`src/rtl/serial_command_and_keypad_event_decoder_assert.svh`:
```
// assertion macros for the serial command and keypad event decoder
// used by the top level only, expects clk and rst_n in scope
`ifndef SERIAL_COMMAND_AND_KEYPAD_EVENT_DECODER_ASSERT_SVH
`define SERIAL_COMMAND_AND_KEYPAD_EVENT_DECODER_ASSERT_SVH

// same-cycle implication
`define SCKD_ASSERT_IMP(lbl, ante, cons, msg) \
  lbl: assert property (@(posedge clk) disable iff (!rst_n) (ante) |-> (cons)) \
    else $error(msg);

// next-cycle implication
`define SCKD_ASSERT_NXT(lbl, ante, cons, msg) \
  lbl: assert property (@(posedge clk) disable iff (!rst_n) (ante) |=> (cons)) \
    else $error(msg);

`endif

```
`src/rtl/sckd_pkg.sv`:
```
// shared types, codes and helper functions for the serial command decoder
// no dependencies
package sckd_pkg;

  localparam int FRAME_DEPTH_DEF = 8;
  localparam int WIN             = 8;
  localparam int VAL_W           = 19;

  localparam logic [2:0] NAV_NONE  = 3'd0;
  localparam logic [2:0] NAV_RIGHT = 3'd1;
  localparam logic [2:0] NAV_LEFT  = 3'd2;
  localparam logic [2:0] NAV_ENTER = 3'd3;
  localparam logic [2:0] NAV_UP    = 3'd4;
  localparam logic [2:0] NAV_DOWN  = 3'd5;

  localparam logic [2:0] KIND_NONE    = 3'd0;
  localparam logic [2:0] KIND_A1_LOW  = 3'd1;
  localparam logic [2:0] KIND_A1_HIGH = 3'd2;
  localparam logic [2:0] KIND_A2_LOW  = 3'd3;
  localparam logic [2:0] KIND_A2_HIGH = 3'd4;
  localparam logic [2:0] KIND_LANG    = 3'd5;
  localparam logic [2:0] KIND_LOOP    = 3'd6;

  localparam logic [7:0] CH_BANG  = 8'h21;
  localparam logic [7:0] CH_DOT   = 8'h2E;
  localparam logic [7:0] CH_ZERO  = 8'h30;
  localparam logic [7:0] CH_ONE   = 8'h31;
  localparam logic [7:0] CH_TWO   = 8'h32;
  localparam logic [7:0] CH_UA    = 8'h41;
  localparam logic [7:0] CH_UD    = 8'h44;
  localparam logic [7:0] CH_UE    = 8'h45;
  localparam logic [7:0] CH_UH    = 8'h48;
  localparam logic [7:0] CH_UI    = 8'h49;
  localparam logic [7:0] CH_UL    = 8'h4C;
  localparam logic [7:0] CH_UN    = 8'h4E;
  localparam logic [7:0] CH_UP    = 8'h50;
  localparam logic [7:0] CH_US    = 8'h53;
  localparam logic [7:0] CH_UT    = 8'h54;
  localparam logic [7:0] CH_UW    = 8'h57;
  localparam logic [7:0] CH_UZ    = 8'h5A;
  localparam logic [7:0] CH_LA    = 8'h61;
  localparam logic [7:0] CH_LD    = 8'h64;
  localparam logic [7:0] CH_LE    = 8'h65;
  localparam logic [7:0] CH_LS    = 8'h73;
  localparam logic [7:0] CH_LW    = 8'h77;

  localparam logic [11:0] KEY_LIM0 = 12'd175;
  localparam logic [11:0] KEY_LIM1 = 12'd390;
  localparam logic [11:0] KEY_LIM2 = 12'd478;
  localparam logic [11:0] KEY_LIM3 = 12'd614;
  localparam logic [11:0] KEY_LIM4 = 12'd860;
  localparam logic [11:0] KEY_LIM5 = 12'd1300;

  typedef logic [WIN-1:0][7:0] frame_win_t;

  typedef struct packed {
    logic [2:0]              kind;
    logic signed [VAL_W-1:0] value;
  } cmd_t;

  function automatic logic [2:0] serial_event(input logic [7:0] c);
    logic [2:0] ev;
    case (c) inside
      CH_UD, CH_LD: ev = NAV_RIGHT;
      CH_UA, CH_LA: ev = NAV_LEFT;
      CH_UE, CH_LE: ev = NAV_ENTER;
      CH_UW, CH_LW: ev = NAV_UP;
      CH_US, CH_LS: ev = NAV_DOWN;
      default:      ev = NAV_NONE;
    endcase
    return ev;
  endfunction

  function automatic logic [2:0] key_event(input logic [11:0] k);
    logic [2:0] ev;
    ev = NAV_NONE;
    if (k > KEY_LIM0 && k < KEY_LIM1) ev = NAV_UP;
    else if (k > KEY_LIM1 && k < KEY_LIM2) ev = NAV_RIGHT;
    else if (k > KEY_LIM2 && k < KEY_LIM3) ev = NAV_DOWN;
    else if (k > KEY_LIM3 && k < KEY_LIM4) ev = NAV_LEFT;
    else if (k > KEY_LIM4 && k < KEY_LIM5) ev = NAV_ENTER;
    return ev;
  endfunction

endpackage

```
`src/rtl/sckd_frame_decode.sv`:
```
// frame decoder: turns the first eight frame bytes into a command and value
// depends on sckd_pkg
module sckd_frame_decode
  import sckd_pkg::*;
(
  input  frame_win_t win,
  output cmd_t       cmd
);

  function automatic logic signed [VAL_W-1:0] digit(input logic [7:0] b);
    logic signed [8:0] d;
    d = 9'(signed'(b)) - $signed({1'b0, CH_ZERO});
    return VAL_W'(d);
  endfunction

  function automatic logic signed [VAL_W-1:0] four_digits(input logic [7:0] b0,
                                                          input logic [7:0] b1,
                                                          input logic [7:0] b2,
                                                          input logic [7:0] b3);
    logic signed [VAL_W-1:0] v;
    v = digit(b0) * VAL_W'(1000) + digit(b1) * VAL_W'(100)
      + digit(b2) * VAL_W'(10) + digit(b3);
    return v;
  endfunction

  logic                    is_alarm;
  logic signed [VAL_W-1:0] alarm_val;
  logic signed [VAL_W-1:0] loop_val;

  assign is_alarm = win[1] == CH_UZ && (win[2] == CH_ONE || win[2] == CH_TWO)
                    && (win[3] == CH_UL || win[3] == CH_UH);
  assign alarm_val = four_digits(win[4], win[5], win[6], win[7]);
  assign loop_val  = four_digits(win[2], win[3], win[4], win[5]);

  always_comb begin
    cmd.kind  = KIND_NONE;
    cmd.value = '0;
    if (is_alarm) begin
      cmd.value = alarm_val;
      case ({win[2] == CH_ONE, win[3] == CH_UH})
        2'b10:   cmd.kind = KIND_A1_LOW;
        2'b11:   cmd.kind = KIND_A1_HIGH;
        2'b00:   cmd.kind = KIND_A2_LOW;
        default: cmd.kind = KIND_A2_HIGH;
      endcase
    end else if (win[1] == CH_UP && win[2] == CH_UT) begin
      cmd.kind = KIND_LANG;
    end else if (win[1] == CH_UI && win[2] == CH_UN) begin
      cmd.kind  = KIND_LANG;
      cmd.value = VAL_W'(1);
    end else if (win[1] == CH_UT) begin
      cmd.kind  = KIND_LOOP;
      cmd.value = loop_val;
    end
  end

endmodule

```
`src/rtl/serial_command_and_keypad_event_decoder.sv`:
```
// top level of the serial command and keypad event decoder
// depends on sckd_pkg, sckd_frame_decode and the assertion macro header
//
// One transaction in gives one transaction out. A transaction is taken into an
// input register, then the event, frame store update and command decode are
// done in one pass into the output register, and a new transaction can be
// accepted every cycle; only a stall on the output side slows the block. The
// frame store is flip-flops cleared by reset, so the block is ready right
// after reset.
module serial_command_and_keypad_event_decoder
  import sckd_pkg::*;
#(
  parameter int FRAME_DEPTH = FRAME_DEPTH_DEF
) (
  input  logic                    clk,
  input  logic                    rst_n,
  input  logic                    in_valid,
  output logic                    in_stall,
  input  logic [7:0]              in_rx_byte,
  input  logic [11:0]             in_key_sample,
  output logic                    out_valid,
  input  logic                    out_stall,
  output logic [2:0]              out_event_code,
  output logic [2:0]              out_command_kind,
  output logic signed [VAL_W-1:0] out_command_value
);

  `include "serial_command_and_keypad_event_decoder_assert.svh"

  localparam int POS_W = $clog2(FRAME_DEPTH + 1);
  localparam int IDX_W = $clog2(FRAME_DEPTH);

  logic                    s1_valid_r;
  logic [7:0]              s1_byte_r;
  logic [11:0]             s1_key_r;
  logic                    out_valid_r;
  logic [2:0]              out_event_r;
  logic [2:0]              out_kind_r;
  logic signed [VAL_W-1:0] out_value_r;
  logic [POS_W-1:0]        pos_r;
  logic [POS_W-1:0]        pos_nxt;
  logic [7:0]              store_r [FRAME_DEPTH];
  logic [11:0]             prev_key_r;

  logic                    out_free;
  logic                    s1_adv;
  logic                    in_acc;
  logic [2:0]              sev;
  logic [2:0]              kev;
  logic                    is_frame;
  logic                    wr;
  logic                    frame_end;
  logic                    key_chg;
  logic [2:0]              ev;
  logic [2:0]              kind;
  logic signed [VAL_W-1:0] value;
  frame_win_t              win;
  cmd_t                    cmd;

  assign out_free = !out_valid_r || !out_stall;
  assign s1_adv   = s1_valid_r && out_free;
  assign in_stall = s1_valid_r && !out_free;
  assign in_acc   = in_valid && !in_stall;

  // input register
  always_ff @(posedge clk) begin
    if (!rst_n) begin
      s1_valid_r <= 1'b0;
    end else if (in_acc) begin
      s1_valid_r <= 1'b1;
    end else if (s1_adv) begin
      s1_valid_r <= 1'b0;
    end
  end

  always_ff @(posedge clk) begin
    if (in_acc) begin
      s1_byte_r <= in_rx_byte;
      s1_key_r  <= in_key_sample;
    end
  end

  // decode pass
  assign sev      = serial_event(s1_byte_r);
  assign kev      = key_event(s1_key_r);
  assign is_frame = s1_byte_r != 8'd0 && sev == NAV_NONE;
  assign wr       = is_frame && pos_r < POS_W'(FRAME_DEPTH);

  always_comb begin
    for (int i = 0; i < WIN; i++) begin
      win[i] = (wr && pos_r == POS_W'(i)) ? s1_byte_r : store_r[i];
    end
  end

  sckd_frame_decode u_decode (
    .win (win),
    .cmd (cmd)
  );

  assign frame_end = wr && s1_byte_r == CH_DOT && win[0] == CH_BANG;
  assign key_chg   = s1_key_r != prev_key_r;
  assign ev        = (key_chg && kev != NAV_NONE) ? kev : sev;
  assign kind      = frame_end ? cmd.kind : KIND_NONE;
  assign value     = (kind != KIND_NONE) ? cmd.value : '0;

  always_comb begin
    pos_nxt = pos_r;
    if (is_frame) begin
      if (s1_byte_r == CH_DOT) begin
        pos_nxt = '0;
      end else if (wr) begin
        pos_nxt = pos_r + POS_W'(1);
      end
    end
  end

  // decoder state
  always_ff @(posedge clk) begin
    if (!rst_n) begin
      pos_r      <= '0;
      prev_key_r <= '0;
      for (int i = 0; i < FRAME_DEPTH; i++) begin
        store_r[i] <= '0;
      end
    end else if (s1_adv) begin
      pos_r      <= pos_nxt;
      prev_key_r <= s1_key_r;
      if (wr) begin
        store_r[pos_r[IDX_W-1:0]] <= s1_byte_r;
      end
    end
  end

  // output register
  always_ff @(posedge clk) begin
    if (!rst_n) begin
      out_valid_r <= 1'b0;
    end else if (out_free) begin
      out_valid_r <= s1_valid_r;
    end
  end

  always_ff @(posedge clk) begin
    if (s1_adv) begin
      out_event_r <= ev;
      out_kind_r  <= kind;
      out_value_r <= value;
    end
  end

  assign out_valid         = out_valid_r;
  assign out_event_code    = out_event_r;
  assign out_command_kind  = out_kind_r;
  assign out_command_value = out_value_r;

  `SCKD_ASSERT_IMP(a_value_zero_no_cmd, out_valid_r && out_kind_r == KIND_NONE,
                   out_value_r == '0, "command value nonzero without a command")
  `SCKD_ASSERT_NXT(a_dot_clears_pos, s1_adv && is_frame && s1_byte_r == CH_DOT,
                   pos_r == '0, "frame end did not clear the position")
  `SCKD_ASSERT_IMP(a_stall_cause, s1_valid_r && !s1_adv,
                   out_valid_r && out_stall, "input stage held without output stall")
  `SCKD_ASSERT_NXT(a_prev_key, s1_adv,
                   prev_key_r == $past(s1_key_r), "previous key not updated")

endmodule
```
`config.mk`:
```
export PLATFORM = sky130hd
export DESIGN_NAME = serial_command_and_keypad_event_decoder
export DESIGN_NICKNAME = d
export VERILOG_FILES = /design/src/rtl/sckd_pkg.sv /design/src/rtl/sckd_frame_decode.sv /design/src/rtl/serial_command_and_keypad_event_decoder.sv
export VERILOG_INCLUDE_DIRS = /design/src /design/src/rtl
export SDC_FILE = /design/constraint.sdc
export NUM_CORES = 1
export LEC_CHECK = 0
export BUFFER_PORTS_ARGS = -buffer_cell sky130_fd_sc_hd__buf_4
export CAP_MARGIN = 20
export CORE_UTILIZATION = 45
export CTS_CLUSTER_DIAMETER = 50
export DETAILED_ROUTE_END_ITERATION = 16
export HOLD_SLACK_MARGIN = 0.1
export PLACE_DENSITY = 0.69
export SYNTH_ARGS = -nofsm -noshare
export SYNTH_HDL_FRONTEND = slang
export SYNTH_HIERARCHICAL = 1
export SYNTH_SLANG_ARGS = --single-unit
```
`constraint.sdc`:
```
create_clock -name clk -period 22.1 [get_ports clk]
set_input_delay 4.42 -clock clk [delete_from_list [all_inputs] [get_ports clk]]
set_output_delay 4.42 -clock clk [all_outputs]
set_load 0.01 [all_outputs]
```
==> summary.md <==
| Metric | Value |
|---|---|
| # setup viols final | `0` |
| Core Region | `34500 um2` |
| Initial drt markers | `587` |
| CTS H-tree depth | `4` |
| WS Path Type | `flip-flop to flip-flop` |
| Mapped Area | `15700 um2` |
| Port bufs | `50` |
| Drt drc | `0` |
| Final Max Tran Viols | `0` |
| Met1 Routed Length | `15700 um` |
| Synthesis Warnings | `6` |
| Clock slew at reported path FFs | `70 ps` |
| CTS resizes | `0` |
| Top cell by count, worst path | `fa_1` |
| CTS Root Cell | `clkbuf_16` |
| Critical Path RT | `22270 ps` |
| Outcome | `finished clean` |
| N_diodes | `0` |
| Die height | `189 um` |
| Max Cap Viol | `0` |
| Pre-Repair DR Iteration Count | `5` |
| Share of cells above drive strength 1 | `10.4%` |
| Largest net degree at the start of global routing | `36` |
| Die width | `189 um` |
| GR Overflow Total | `0` |
| DR vias/cell | `5.20` |
| Final Hold Viols | `0` |
| Later-pin clock latency in the skew report | `430 ps` |
| Post-route setup slack | `11710 ps` |
| Gr usage total | `19.5%` |
| Post-synthesis area per instance | `9.99 um2` |
| Clock Sink Count | `127` |
| Crit path time final | `10390 ps` |
| Metal2 WL | `16200 um` |
| Final GP Congestion | `0.858` |
| Fill cells | `3101` |
| Ports | `51` |
| DIE AREA | `35600 um2` |
| WL met3 | `1050 um` |
| TNS Setup | `0 ps` |
| Clock Skew | `15.6 ps` |
| Element type at the critical path end | `flip-flop` |
| Crit path launch type | `flip-flop` |
| Critical Path Max Stage Delay | `710 ps` |
| Initial antenna violation count | `0` |
| Highest Signal Layer | `met4` |
| Worst min-delay path class | `flip-flop to flip-flop` |
| Dpl hpwl | `26800 um` |
| RSZ-0062 raised after global routing | `false` |
| Vias in the first global route | `10907` |
| Syn Inst Count | `1571` |
| Final Cycle Share | `47.0%` |
| Nets@finish | `1979` |
| Post-route ant nets | `0` |
| Setup repair bufs after CTS | `0` |
| Slew headroom | `34.5%` |
| Detailed Route WL | `33400 um` |
| CP max FO | `20` |
| Starting density of the core | `45.6%` |
| Critical Path AT | `10570 ps` |
| Layout area overhead | `8.82%` |
| Dpl ws | `11790 ps` |
| First-pass GRT wire length | `55400 um` |
| TritonCTS clock tree | `yes` |
| CTS Buf Count | `17` |
| Cts hold-fix bufs | `0` |
| Crit-path slowest cell | `xnor2_1` |
| Row count | `68` |
| Fmax | `96.2 MHz` |
| CTS Buffer Depth | `2` |
| Mapped Nets | `1956` |
| Measured slew at the worst slew-check pin | `979 ps` |
| Drt wl/cell | `16.2 um` |
| Vias after detailed routing | `10719` |
placed cells by master, fill, tap and decap left out, types with 7 or more instances in the layout:
master and n:
xor2_1 57, clkbuf_16 17, and2_1 93, and3_1 10
and4_1 8, a31oi_1 8, a21boi_0 16, nor4_1 8
nor2_1 62, or3_1 9, mux2_2 56, buf_4 56
o21a_1 10, nand2_1 65, mux2i_1 7, xnor2_1 61
a211oi_1 10, inv_1 252, a21o_1 15, ha_1 228
o22ai_1 14, nor2b_1 13, fa_1 133, a21oi_1 51
nand2b_1 21, nand3_1 16, nor3_1 16, dfxtp_1 18
o21ai_0 45, o21bai_1 10, edfxtp_1 109
layout make-up:
type                       instances  area (um2)  share of cell area [%]
multi-input combinational       1138       10900                    63.7
sequential                       127        3630                    21.3
inverter                         253         950                    5.56
tap                              455         569                    3.33
clock buffer                      17         425                    2.49
timing repair buffer              57         425                    2.49
clock inverter                    15         191                    1.12
registers in the layout, indices dropped and copies added (netlist names):
name               count
prev_key_r            12
pos_r                  4
out_valid              1
s1_byte_r              8
out_event_code         3
s1_key_r              12
out_command_kind       3
store_r               64
out_command_value     19
s1_valid_r             1
routing by layer:
| metal | vias up | GRT usage, % |
|---|---|---|
| met2 | 200 | 34.2 |
| met3 | 26 | 2.55 |
| met5 | - | 0 |
| met1 | 5134 | 25.6 |
| met4 | 0 | 4.25 |
| li1 | 5359 | - |
critical path: cells and delay by family (launching register included):
kind / cells / cell delay (ps)
AND/OR/NAND/NOR: 3 / 960
XOR/XNOR: 3 / 1220
adder cells (fa/ha/maj): 10 / 4410
AO/OA/AOI/OAI: 10 / 2220
flip-flops: 1 / 670
buffers and inverters: 3 / 140
multiplexers: 1 / 480
path summary, 6_finish.rpt:
path | startpoint | endpoint | slack [ps] | depth (start not counted)
worst max-delay path | s1_byte_r[1]$_DFFE_PP_ | out_command_value[18]$_SDFFCE_PN0P_ | 11710 | 30
worst min-delay path | prev_key_r[2]$_SDFFE_PN0P_ | prev_key_r[2]$_SDFFE_PN0P_ | 480 | 2
worst max register to register | s1_byte_r[1]$_DFFE_PP_ | out_command_value[18]$_SDFFCE_PN0P_ | 11710 | 30
worst min register to register | prev_key_r[2]$_SDFFE_PN0P_ | prev_key_r[2]$_SDFFE_PN0P_ | 480 | 2
stage by stage:
stage | utilization (%) | std cells | hold slack [ps] | instance area [um2]
after floorplan | - | 1571 | 455 | 15700
after global placement | 47.8 | 2029 | 462 | 16500
after detailed placement | 47.8 | 2029 | 469 | 16500
after CTS | 49.6 | 2061 | 477 | 17100
after global routing | 49.6 | 2062 | 506 | 17100
final | 49.6 | 2062 | 476 | 17100
Power is not shown: default switching activity piles up to over one toggle a cycle in this logic, so the estimate is an artifact.
